==> src/rtl/pareto_front_insert_assert.svh <==
// Assertion macros used by the top level of the Pareto front block.
// Each macro expects clk and rst_n in scope.
`ifndef PARETO_FRONT_INSERT_ASSERT_SVH
`define PARETO_FRONT_INSERT_ASSERT_SVH

// Whenever ante holds at a clock edge, cons must hold at the same edge
`define PFI_ASSERT_IMPL(lbl, ante, cons, msg) \
  lbl: assert property (@(posedge clk) disable iff (!rst_n) (ante) |-> (cons)) \
    else $error(msg);

// cond must never hold at a clock edge out of reset
`define PFI_ASSERT_NEVER(lbl, cond, msg) \
  lbl: assert property (@(posedge clk) disable iff (!rst_n) !(cond)) \
    else $error(msg);

`endif

==> src/rtl/pfi_pkg.sv <==
// ----------------------------------------------------------------------------
// pfi_pkg
// Types, sizes and helpers shared by the Pareto front insert block.
// ----------------------------------------------------------------------------
`timescale 1ns / 1ps

package pfi_pkg;

  // Number of stored pairs
  localparam int LIST_DEPTH = 16;
  localparam int IDX_W      = $clog2(LIST_DEPTH);
  localparam int CNT_W      = $clog2(LIST_DEPTH + 1);

  // Result field widths
  localparam int MASK_W     = 16;
  localparam int SIZE_W     = 5;
  localparam int SIZE_MAX   = (1 << SIZE_W) - 1;

  // Queue between front and back (depth is a power of two)
  localparam int QUEUE_DEPTH = 2;
  localparam int QPTR_W      = $clog2(QUEUE_DEPTH);
  localparam int QCNT_W      = $clog2(QUEUE_DEPTH + 1);

  // Command codes
  localparam logic CMD_INSERT = 1'b0;
  localparam logic CMD_CLEAR  = 1'b1;

  typedef struct packed {
    logic               cmd;
    logic signed [31:0] info_bound;
    logic        [31:0] path_cost;
  } in_item_t;

  typedef struct packed {
    logic              accepted;
    logic [MASK_W-1:0] removed_mask;
    logic [SIZE_W-1:0] list_size;
    logic              overflow;
  } out_item_t;

  // One stored pair
  typedef struct packed {
    logic signed [31:0] info;
    logic        [31:0] cost;
  } entry_t;

  typedef enum logic [1:0] {
    BK_IDLE,
    BK_WALK,
    BK_DONE
  } back_state_t;

  // Reported list size saturates at the field maximum
  function automatic logic [SIZE_W-1:0] sat_size(input logic [CNT_W-1:0] cnt);
    if (int'(cnt) > SIZE_MAX) begin
      return SIZE_W'(SIZE_MAX);
    end
    return SIZE_W'(cnt);
  endfunction

endpackage

==> src/rtl/pareto_front_insert.sv <==
// ----------------------------------------------------------------------------
// pareto_front_insert
// Pareto front of (information bound, cost) pairs with dominance filtering.
//
//   Channel   Ports                     Transfer
//   input     start, busy, in_item      taken when start=1 and busy=0
//   result    out_valid, out_item       one-cycle strobe, always taken
//
// An insert is paced by the walk over the pair store, which has one read port
// and reads one pair per cycle. A clear needs no walk in the engine.
// A two-item queue sits between the input and the engine; busy is high only
// while that queue is full. Synchronous active-low reset empties the list
// and the queue; the pair store itself is not cleared.
// ----------------------------------------------------------------------------
`timescale 1ns / 1ps
`include "pareto_front_insert_assert.svh"

module pareto_front_insert (
  input  logic               clk,
  input  logic               rst_n,
  input  logic               start,
  input  pfi_pkg::in_item_t  in_item,
  output logic               busy,
  output logic               out_valid,
  output pfi_pkg::out_item_t out_item
);

  logic              q_valid;
  logic              q_pop;
  pfi_pkg::in_item_t q_item;

  // Input handshake and item queue
  pfi_front u_front (
    .clk     (clk),
    .rst_n   (rst_n),
    .start   (start),
    .in_item (in_item),
    .busy    (busy),
    .q_valid (q_valid),
    .q_item  (q_item),
    .q_pop   (q_pop)
  );

  // List engine
  pfi_back u_back (
    .clk       (clk),
    .rst_n     (rst_n),
    .q_valid   (q_valid),
    .q_item    (q_item),
    .q_pop     (q_pop),
    .out_valid (out_valid),
    .out_item  (out_item)
  );

  // Checks
  `PFI_ASSERT_IMPL(a_pop_needs_item, q_pop, q_valid, "engine popped an empty queue")
  `PFI_ASSERT_NEVER(a_acc_and_ovf, out_valid && out_item.accepted && out_item.overflow,
    "item both accepted and dropped")
  `PFI_ASSERT_IMPL(a_ovf_no_removal, out_valid && out_item.overflow,
    out_item.removed_mask == '0, "overflow reported with removed entries")
  `PFI_ASSERT_IMPL(a_size_bound, out_valid,
    int'(out_item.list_size) <= pfi_pkg::LIST_DEPTH, "list size beyond depth")

endmodule

==> src/rtl/pfi_front.sv <==
// ----------------------------------------------------------------------------
// pfi_front
// Input side: takes items on the start handshake and queues them for the
// list engine, so the two sides stall independently.
// ----------------------------------------------------------------------------
`timescale 1ns / 1ps

module pfi_front (
  input  logic              clk,
  input  logic              rst_n,
  input  logic              start,
  input  pfi_pkg::in_item_t in_item,
  output logic              busy,
  output logic              q_valid,
  output pfi_pkg::in_item_t q_item,
  input  logic              q_pop
);

  logic [pfi_pkg::QPTR_W-1:0] wr_ptr_r, wr_ptr_nxt;
  logic [pfi_pkg::QPTR_W-1:0] rd_ptr_r, rd_ptr_nxt;
  logic [pfi_pkg::QCNT_W-1:0] cnt_r, cnt_nxt;
  pfi_pkg::in_item_t          slot_r [pfi_pkg::QUEUE_DEPTH];
  logic                       push;

  // Handshake and queue status
  assign busy    = (cnt_r == pfi_pkg::QCNT_W'(pfi_pkg::QUEUE_DEPTH));
  assign push    = start && !busy;
  assign q_valid = (cnt_r != '0);
  assign q_item  = slot_r[rd_ptr_r];

  // Pointer and fill update
  always_comb begin
    wr_ptr_nxt = push  ? pfi_pkg::QPTR_W'(wr_ptr_r + 1'b1) : wr_ptr_r;
    rd_ptr_nxt = q_pop ? pfi_pkg::QPTR_W'(rd_ptr_r + 1'b1) : rd_ptr_r;
    cnt_nxt    = pfi_pkg::QCNT_W'(cnt_r + pfi_pkg::QCNT_W'(push)
                                        - pfi_pkg::QCNT_W'(q_pop));
  end

  always_ff @(posedge clk) begin
    if (!rst_n) begin
      wr_ptr_r <= '0;
      rd_ptr_r <= '0;
      cnt_r    <= '0;
    end else begin
      wr_ptr_r <= wr_ptr_nxt;
      rd_ptr_r <= rd_ptr_nxt;
      cnt_r    <= cnt_nxt;
    end
  end

  // Queue storage
  always_ff @(posedge clk) begin
    if (push) begin
      slot_r[wr_ptr_r] <= in_item;
    end
  end

endmodule

==> src/rtl/pfi_back.sv <==
// ----------------------------------------------------------------------------
// pfi_back
// List engine: walks the stored pairs one per cycle, drops dominated ones,
// compacts survivors in place, appends the candidate unless dominated or full.
// ----------------------------------------------------------------------------
`timescale 1ns / 1ps

module pfi_back (
  input  logic               clk,
  input  logic               rst_n,
  input  logic               q_valid,
  input  pfi_pkg::in_item_t  q_item,
  output logic               q_pop,
  output logic               out_valid,
  output pfi_pkg::out_item_t out_item
);

  pfi_pkg::back_state_t state_r, state_nxt;

  logic [pfi_pkg::CNT_W-1:0] count_r, count_nxt;   // stored pairs
  logic [pfi_pkg::CNT_W-1:0] issue_r, issue_nxt;   // next entry to read
  logic [pfi_pkg::CNT_W-1:0] wr_r, wr_nxt;         // compaction write slot
  logic [pfi_pkg::IDX_W-1:0] cmp_idx_r, cmp_idx_nxt;
  logic                      pend_r, pend_nxt;     // read data waiting
  logic                      rej_r, rej_nxt;
  logic                      out_valid_r, out_valid_nxt;

  pfi_pkg::in_item_t         cand_r, cand_nxt;
  logic [pfi_pkg::MASK_W-1:0] mask_r, mask_nxt;
  pfi_pkg::out_item_t        out_item_r, out_item_nxt;

  // Pair store
  pfi_pkg::entry_t           mem [pfi_pkg::LIST_DEPTH];
  pfi_pkg::entry_t           rd_data_r;
  logic                      rd_en;
  logic [pfi_pkg::IDX_W-1:0] rd_addr;
  logic                      mem_we;
  logic [pfi_pkg::IDX_W-1:0] mem_waddr;
  pfi_pkg::entry_t           mem_wdata;

  logic                      ent_gone, ent_dom;

  // Dominance tests of the entry just read against the candidate
  always_comb begin
    ent_gone = ($signed(rd_data_r.info) >= $signed(cand_r.info_bound))
            && (rd_data_r.cost >= cand_r.path_cost);
    ent_dom  = ($signed(rd_data_r.info) <= $signed(cand_r.info_bound))
            && (rd_data_r.cost <= cand_r.path_cost);
  end

  // Sequencer
  always_comb begin
    state_nxt     = state_r;
    count_nxt     = count_r;
    issue_nxt     = issue_r;
    wr_nxt        = wr_r;
    cmp_idx_nxt   = cmp_idx_r;
    pend_nxt      = 1'b0;
    rej_nxt       = rej_r;
    out_valid_nxt = 1'b0;
    cand_nxt      = cand_r;
    mask_nxt      = mask_r;
    out_item_nxt  = out_item_r;
    q_pop         = 1'b0;
    rd_en         = 1'b0;
    rd_addr       = issue_r[pfi_pkg::IDX_W-1:0];
    mem_we        = 1'b0;
    mem_waddr     = wr_r[pfi_pkg::IDX_W-1:0];
    mem_wdata     = rd_data_r;

    unique case (state_r)
      pfi_pkg::BK_IDLE: begin
        if (q_valid) begin
          q_pop    = 1'b1;
          cand_nxt = q_item;
          if (q_item.cmd == pfi_pkg::CMD_CLEAR) begin
            count_nxt     = '0;
            out_valid_nxt = 1'b1;
            out_item_nxt  = '{accepted: 1'b0, removed_mask: '0,
                              list_size: '0, overflow: 1'b0};
          end else begin
            issue_nxt = '0;
            wr_nxt    = '0;
            mask_nxt  = '0;
            rej_nxt   = 1'b0;
            state_nxt = pfi_pkg::BK_WALK;
          end
        end
      end

      pfi_pkg::BK_WALK: begin
        // Judge the entry read last cycle
        if (pend_r && !rej_r) begin
          if (ent_gone) begin
            mask_nxt = mask_r | (pfi_pkg::MASK_W'(1) << cmp_idx_r);
          end else if (ent_dom) begin
            rej_nxt = 1'b1;
          end else begin
            // Survivor moves down to the next free slot
            mem_we = 1'b1;
            wr_nxt = pfi_pkg::CNT_W'(wr_r + 1'b1);
          end
        end
        // Read the next entry while any remain and the candidate is not rejected
        if (!rej_r && (issue_r < count_r)) begin
          rd_en       = 1'b1;
          pend_nxt    = 1'b1;
          cmp_idx_nxt = issue_r[pfi_pkg::IDX_W-1:0];
          issue_nxt   = pfi_pkg::CNT_W'(issue_r + 1'b1);
        end else begin
          state_nxt = pfi_pkg::BK_DONE;
        end
      end

      pfi_pkg::BK_DONE: begin
        out_valid_nxt = 1'b1;
        state_nxt     = pfi_pkg::BK_IDLE;
        if (rej_r) begin
          out_item_nxt = '{accepted: 1'b0, removed_mask: '0,
                           list_size: pfi_pkg::sat_size(count_r), overflow: 1'b0};
        end else if (int'(wr_r) >= pfi_pkg::LIST_DEPTH) begin
          // Full with nothing removed: candidate dropped
          count_nxt    = wr_r;
          out_item_nxt = '{accepted: 1'b0, removed_mask: mask_r,
                           list_size: pfi_pkg::sat_size(wr_r), overflow: 1'b1};
        end else begin
          mem_we       = 1'b1;
          mem_wdata    = '{info: cand_r.info_bound, cost: cand_r.path_cost};
          count_nxt    = pfi_pkg::CNT_W'(wr_r + 1'b1);
          out_item_nxt = '{accepted: 1'b1, removed_mask: mask_r,
                           list_size: pfi_pkg::sat_size(
                             pfi_pkg::CNT_W'(wr_r + 1'b1)),
                           overflow: 1'b0};
        end
      end

      default: begin
        state_nxt = pfi_pkg::BK_IDLE;
      end
    endcase
  end

  // Control registers
  always_ff @(posedge clk) begin
    if (!rst_n) begin
      state_r     <= pfi_pkg::BK_IDLE;
      count_r     <= '0;
      pend_r      <= 1'b0;
      rej_r       <= 1'b0;
      out_valid_r <= 1'b0;
      issue_r     <= '0;
      wr_r        <= '0;
    end else begin
      state_r     <= state_nxt;
      count_r     <= count_nxt;
      pend_r      <= pend_nxt;
      rej_r       <= rej_nxt;
      out_valid_r <= out_valid_nxt;
      issue_r     <= issue_nxt;
      wr_r        <= wr_nxt;
    end
  end

  // Payload registers
  always_ff @(posedge clk) begin
    cand_r     <= cand_nxt;
    mask_r     <= mask_nxt;
    cmp_idx_r  <= cmp_idx_nxt;
    out_item_r <= out_item_nxt;
  end

  // Pair store: one write port, one registered read port
  always_ff @(posedge clk) begin
    if (mem_we) begin
      mem[mem_waddr] <= mem_wdata;
    end
  end

  always_ff @(posedge clk) begin
    if (rd_en) begin
      rd_data_r <= mem[rd_addr];
    end
  end

  assign out_valid = out_valid_r;
  assign out_item  = out_item_r;

endmodule

==> config.mk <==
export PLATFORM = sky130hd
export DESIGN_NAME = pareto_front_insert
export DESIGN_NICKNAME = d
export VERILOG_FILES = /design/src/rtl/pfi_pkg.sv /design/src/rtl/pareto_front_insert.sv /design/src/rtl/pfi_front.sv /design/src/rtl/pfi_back.sv
export VERILOG_INCLUDE_DIRS = /design/src /design/src/rtl
export SDC_FILE = /design/constraint.sdc
export NUM_CORES = 1
export LEC_CHECK = 0
export ABC_AREA = 1
export BUFFER_PORTS_ARGS = -buffer_cell sky130_fd_sc_hd__buf_4
export CAP_MARGIN = 30
export CELL_PAD_IN_SITES_DETAIL_PLACEMENT = 0
export CELL_PAD_IN_SITES_GLOBAL_PLACEMENT = 1
export CORE_MARGIN = 4
export CORE_UTILIZATION = 53
export DETAILED_ROUTE_END_ITERATION = 12
export GPL_TIMING_DRIVEN = 0
export PLACE_DENSITY_LB_ADDON = 0.05
export REMOVE_ABC_BUFFERS = 1
export SETUP_SLACK_MARGIN = 0.15
export SLEW_MARGIN = 20
export SYNTH_ARGS = -nofsm -noshare
export SYNTH_HDL_FRONTEND = slang
export SYNTH_HIERARCHICAL = 1
export SYNTH_SLANG_ARGS = --single-unit
==> constraint.sdc <==
create_clock -name clk -period 5.7 [get_ports clk]
set_input_delay 1.14 -clock clk [delete_from_list [all_inputs] [get_ports clk]]
set_output_delay 1.14 -clock clk [all_outputs]
set_load 0.02 [all_outputs]
==> summary.json <==
{
  "holdCritStartpoint": {"value": "u_back/count_r[4]$_SDFFE_PN0P_"},
  "cts_resized": {"value": 0},
  "postSynthAreaPerCell": {"value": 14.2, "unit": "um2"},
  "synth-adder-area-share": {"value": 0.0181},
  "holdBufCountCts": {"value": 0},
  "cts-htree-levels": {"value": 4},
  "highest-signal-layer": {"value": "met4"},
  "final_min_period_over_clock_period": {"value": 0.901},
  "syn-cell-area": {"value": 53800, "unit": "um2"},
  "path_clk_slew": {"value": 60, "unit": "ps"},
  "min_path_type": {"value": "reg2reg"},
  "routedLengthMet1": {"value": 55.9, "unit": "mm"},
  "tritoncts_clock_tree": {"value": "built"},
  "synth_ff_type": {"value": "sky130_fd_sc_hd__edfxtp_1"},
  "status": {"value": "complete, no violations"},
  "detailed_place_hpwl": {"value": 78.5, "unit": "mm"},
  "cp_data_required_time": {"value": 6110, "unit": "ps"},
  "critical_path_arrival": {"value": 5550, "unit": "ps"},
  "power.density_cell_area": {"value": 411, "unit": "nW/um2"},
  "critical_path.reg2reg.startpoint": {"value": "u_back/rd_data_r[43]$_DFFE_PP_"},
  "vias": {"value": 32200},
  "placement.io_buffers": {"value": 92},
  "ir_drop": {"value": 0.302, "unit": "mV"},
  "crit_path_start": {"value": "u_back/rd_data_r[43]$_DFFE_PP_"},
  "gp_congestion": {"value": 0.736},
  "wirelength": {"value": 133, "unit": "mm"},
  "antenna_found_initial": {"value": 1},
  "power_leakage": {"value": 21.1, "unit": "nW"},
  "grt_use_total": {"value": 0.247},
  "die_y": {"value": 327, "unit": "um"},
  "muxShareOfSynthArea": {"value": 0.0372},
  "final_layout_size_suffix_gt1_frac": {"value": 0.131},
  "cp_max_fo": {"value": 16},
  "vias_per_cell": {"value": 5.95},
  "die_area": {"value": 107000, "unit": "um2"},
  "die_w": {"value": 327, "unit": "um"},
  "synth_cell_type_count": {"value": 38},
  "setup-violations-final": {"value": 0},
  "period_needed": {"value": 5130, "unit": "ps"},
  "final_antenna_net_count": {"value": 0},
  "drtIter0Drc": {"value": 2711},
  "clock.fmax": {"value": 195, "unit": "MHz"},
  "pin_count_of_the_biggest_net_entering_global_routing": {"value": 121},
  "maximum_clock_skew_at_final_layout": {"value": 29.2, "unit": "ps"},
  "synth.yosys.seq_area_share": {"value": 0.749},
  "final_area": {"value": 62800, "unit": "um2"},
  "hold_viol_final": {"value": 0},
  "slew-limit-headroom": {"value": 0.351},
  "maxCapViolCount": {"value": 0},
  "largest_family_of_logic_cells_by_synthesized_area": {"value": "compound AO/OA/AOI/OAI gates"},
  "clk_latency": {"value": 720, "unit": "ps"},
  "drt-pass1-iter-count": {"value": 5},
  "n_fill_cell": {"value": 7397},
  "detailroute.wirelength.met2": {"value": 65.6, "unit": "mm"},
  "floorplan_row_count": {"value": 116},
  "core_area": {"value": 100000, "unit": "um2"},
  "worst-slew-pin-transition": {"value": 967, "unit": "ps"},
  "synthSimpleGateAreaFrac": {"value": 0.0836},
  "path_class": {"value": "reg2reg"},
  "synth-seq-cells": {"value": 1350},
  "synth-compound-area-share": {"value": 0.0844},
  "synth_edf_count": {"value": 1325},
  "endpoint_kind": {"value": "flop"},
  "synth-xor-area-share": {"value": 0.000326},
  "wl_per_cell": {"value": 24.6, "unit": "um"},
  "root_driver": {"value": "sky130_fd_sc_hd__clkbuf_16"},
  "layout.nets": {"value": 4086},
  "first_global_vias": {"value": 31900},
  "post_dp_cell_area": {"value": 58200, "unit": "um2"},
  "cts_post_setup_buffers_inserted": {"value": 0},
  "clock_sinks": {"value": 1350},
  "regToRegSetupSlack": {"value": 570, "unit": "ps"},
  "ys.warnings.count": {"value": 6},
  "antenna_cells": {"value": 0},
  "grt_overflow_total": {"value": 0},
  "grt_pass1_wl": {"value": 198, "unit": "mm"},
  "cts_buffers": {"value": 141},
  "timing_max_transition_violations_final": {"value": 0},
  "floorplan.initialDensity": {"value": 0.535},
  "dr_wl_met3": {"value": 8.05, "unit": "mm"},
  "grt_setup_unrepaired": {"value": "false"},
  "number_of_remaining_drc_errors": {"value": 0},
  "layout-area-overhead-vs-synth": {"value": 16.9, "unit": "%"},
  "maximum_count_of_clock_buffers_along_a_single_path": {"value": 3},
  "synthesized_instance_count": {"value": 3784},
  "finish.utilization": {"value": 0.626},
  "critPathLaunchType": {"value": "flop"},
  "synth_async_sr_flop_share": {"value": 0},
  "design.portCount": {"value": 93}
}
## power by group
group	internal [mW]	switching [mW]
registers	12.2	0.267
clock network	5.14	3.63
logic	1.51	3.05
total	18.9	6.95
## metal layers
metal  GRT usage  vias up
met5           0        -
met4      0.0716        0
met3      0.0352      237
met2       0.418     1084
met1       0.337    16300
li1            -    14500
## final timing paths
kind | endpoint | cells past startpoint
min | u_back/count_r[4]$_SDFFE_PN0P_ | 2
max reg2reg | u_back/mem[8][60]$_DFFE_PP_ | 19
max | u_back/mem[8][60]$_DFFE_PP_ | 19
min reg2reg | u_back/count_r[4]$_SDFFE_PN0P_ | 2
## cell families (layout without fill, tap and decap cells)
logic type / after synthesis / in the layout
mux: 173 / 173
buf+inv: 365 / 633
compound gates: 698 / 698
simple gates: 1118 / 1118
fa+ha+maj: 78 / 78
xor+xnor: 2 / 2
flops: 1350 / 1350
## flip-flops by register name (all words and copies together), names as in the netlist, 16 cells and up, named ones only
| register | cells |
|---|---|
| u_back/mask_r | 16 |
| u_back/out_item | 23 |
| u_back/rd_data_r | 64 |
| u_back/cand_r | 64 |
| u_front/slot_r | 130 |
| u_back/mem | 1024 |
## critical path, stage by stage (launching register included)
cell and delay, ps:
sky130_fd_sc_hd__edfxtp_1 400, sky130_fd_sc_hd__ha_1 310, sky130_fd_sc_hd__nand2_1 60, sky130_fd_sc_hd__inv_1 70
sky130_fd_sc_hd__nand3_1 150, sky130_fd_sc_hd__nor3_1 690, sky130_fd_sc_hd__nand2_1 110, sky130_fd_sc_hd__nand2_1 100
sky130_fd_sc_hd__nand2_1 90, sky130_fd_sc_hd__nand3_1 110, sky130_fd_sc_hd__nand3_1 270, sky130_fd_sc_hd__nand2_1 170
sky130_fd_sc_hd__nand3_1 90, sky130_fd_sc_hd__o21ai_2 130, sky130_fd_sc_hd__nand2_2 470, sky130_fd_sc_hd__nor2_4 730
sky130_fd_sc_hd__buf_16 240, sky130_fd_sc_hd__buf_16 190, sky130_fd_sc_hd__buf_16 190, sky130_fd_sc_hd__buf_12 200
## synth_stat cells, types with 5 or more instances
cell type	instances	share of area
sky130_fd_sc_hd__a21oi_1	66	0.0061
sky130_fd_sc_hd__buf_1	11	0.00077
sky130_fd_sc_hd__buf_2	30	0.0028
sky130_fd_sc_hd__buf_6	7	0.0015
sky130_fd_sc_hd__clkbuf_1	174	0.012
sky130_fd_sc_hd__dfxtp_1	25	0.0093
sky130_fd_sc_hd__edfxtp_1	1325	0.74
sky130_fd_sc_hd__ha_1	78	0.018
sky130_fd_sc_hd__inv_1	138	0.0096
sky130_fd_sc_hd__mux2_2	15	0.0031
sky130_fd_sc_hd__mux2_4	50	0.014
sky130_fd_sc_hd__mux2i_1	108	0.020
sky130_fd_sc_hd__nand2_1	316	0.022
sky130_fd_sc_hd__nand2_2	5	0.00058
sky130_fd_sc_hd__nand3_1	136	0.013
sky130_fd_sc_hd__nand4_1	25	0.0029
sky130_fd_sc_hd__nor2_1	618	0.043
sky130_fd_sc_hd__nor2_2	11	0.0013
sky130_fd_sc_hd__o211ai_1	20	0.0028
sky130_fd_sc_hd__o21ai_0	341	0.032
sky130_fd_sc_hd__o221ai_1	108	0.018
sky130_fd_sc_hd__o32ai_1	148	0.024
## metrics by stage
stage | hold slack, ps | setup TNS (ps) | total power, mW | setup slack, ps | std cells
finish | 472 | 0 | 25.8 | 567 | 5409
CTS | 472 | 0 | 26.0 | 506 | 5378
global placement | 452 | -7440110 | 17.1 | -39810 | 5011
detailed placement | 463 | 0 | 17.2 | 518 | 5123
global route | 483 | 0 | 26.9 | 265 | 5409
floorplan | 441 | -1480250 | 15.8 | -15940 | 3562
## layout by cell type, fill, tap and decap left out, types with 19 or more instances in the layout
| master | count |
|---|---|
| sky130_fd_sc_hd__clkinv_1 | 40 |
| sky130_fd_sc_hd__a21oi_1 | 65 |
| sky130_fd_sc_hd__o211ai_1 | 20 |
| sky130_fd_sc_hd__buf_16 | 71 |
| sky130_fd_sc_hd__nand3_1 | 136 |
| sky130_fd_sc_hd__o21ai_1 | 65 |
| sky130_fd_sc_hd__clkbuf_1 | 27 |
| sky130_fd_sc_hd__o221ai_1 | 108 |
| sky130_fd_sc_hd__clkbuf_16 | 150 |
| sky130_fd_sc_hd__nand2_1 | 316 |
| sky130_fd_sc_hd__edfxtp_1 | 1325 |
| sky130_fd_sc_hd__ha_1 | 78 |
| sky130_fd_sc_hd__o21ai_0 | 277 |
| sky130_fd_sc_hd__buf_4 | 112 |
| sky130_fd_sc_hd__clkinv_2 | 19 |
| sky130_fd_sc_hd__nand4_1 | 25 |
| sky130_fd_sc_hd__dfxtp_1 | 21 |
| sky130_fd_sc_hd__mux2i_1 | 108 |
| sky130_fd_sc_hd__nor2_4 | 19 |
| sky130_fd_sc_hd__nor2_1 | 610 |
| sky130_fd_sc_hd__o32ai_1 | 148 |
| sky130_fd_sc_hd__mux2_4 | 50 |
| sky130_fd_sc_hd__inv_1 | 133 |
| sky130_fd_sc_hd__buf_12 | 38 |
## final cells by class
type | count | area, um2 | area share
Tap cell | 1357 | 1700 | 0.0270
Multi-Input combinational cell | 2069 | 12100 | 0.193
Clock buffer | 177 | 3850 | 0.0613
Inverter | 143 | 577 | 0.00918
Timing Repair Buffer | 235 | 3670 | 0.0585
Sequential cell | 1350 | 40300 | 0.641
Clock inverter | 78 | 587 | 0.00934
Power figures use the tool's default switching activity.
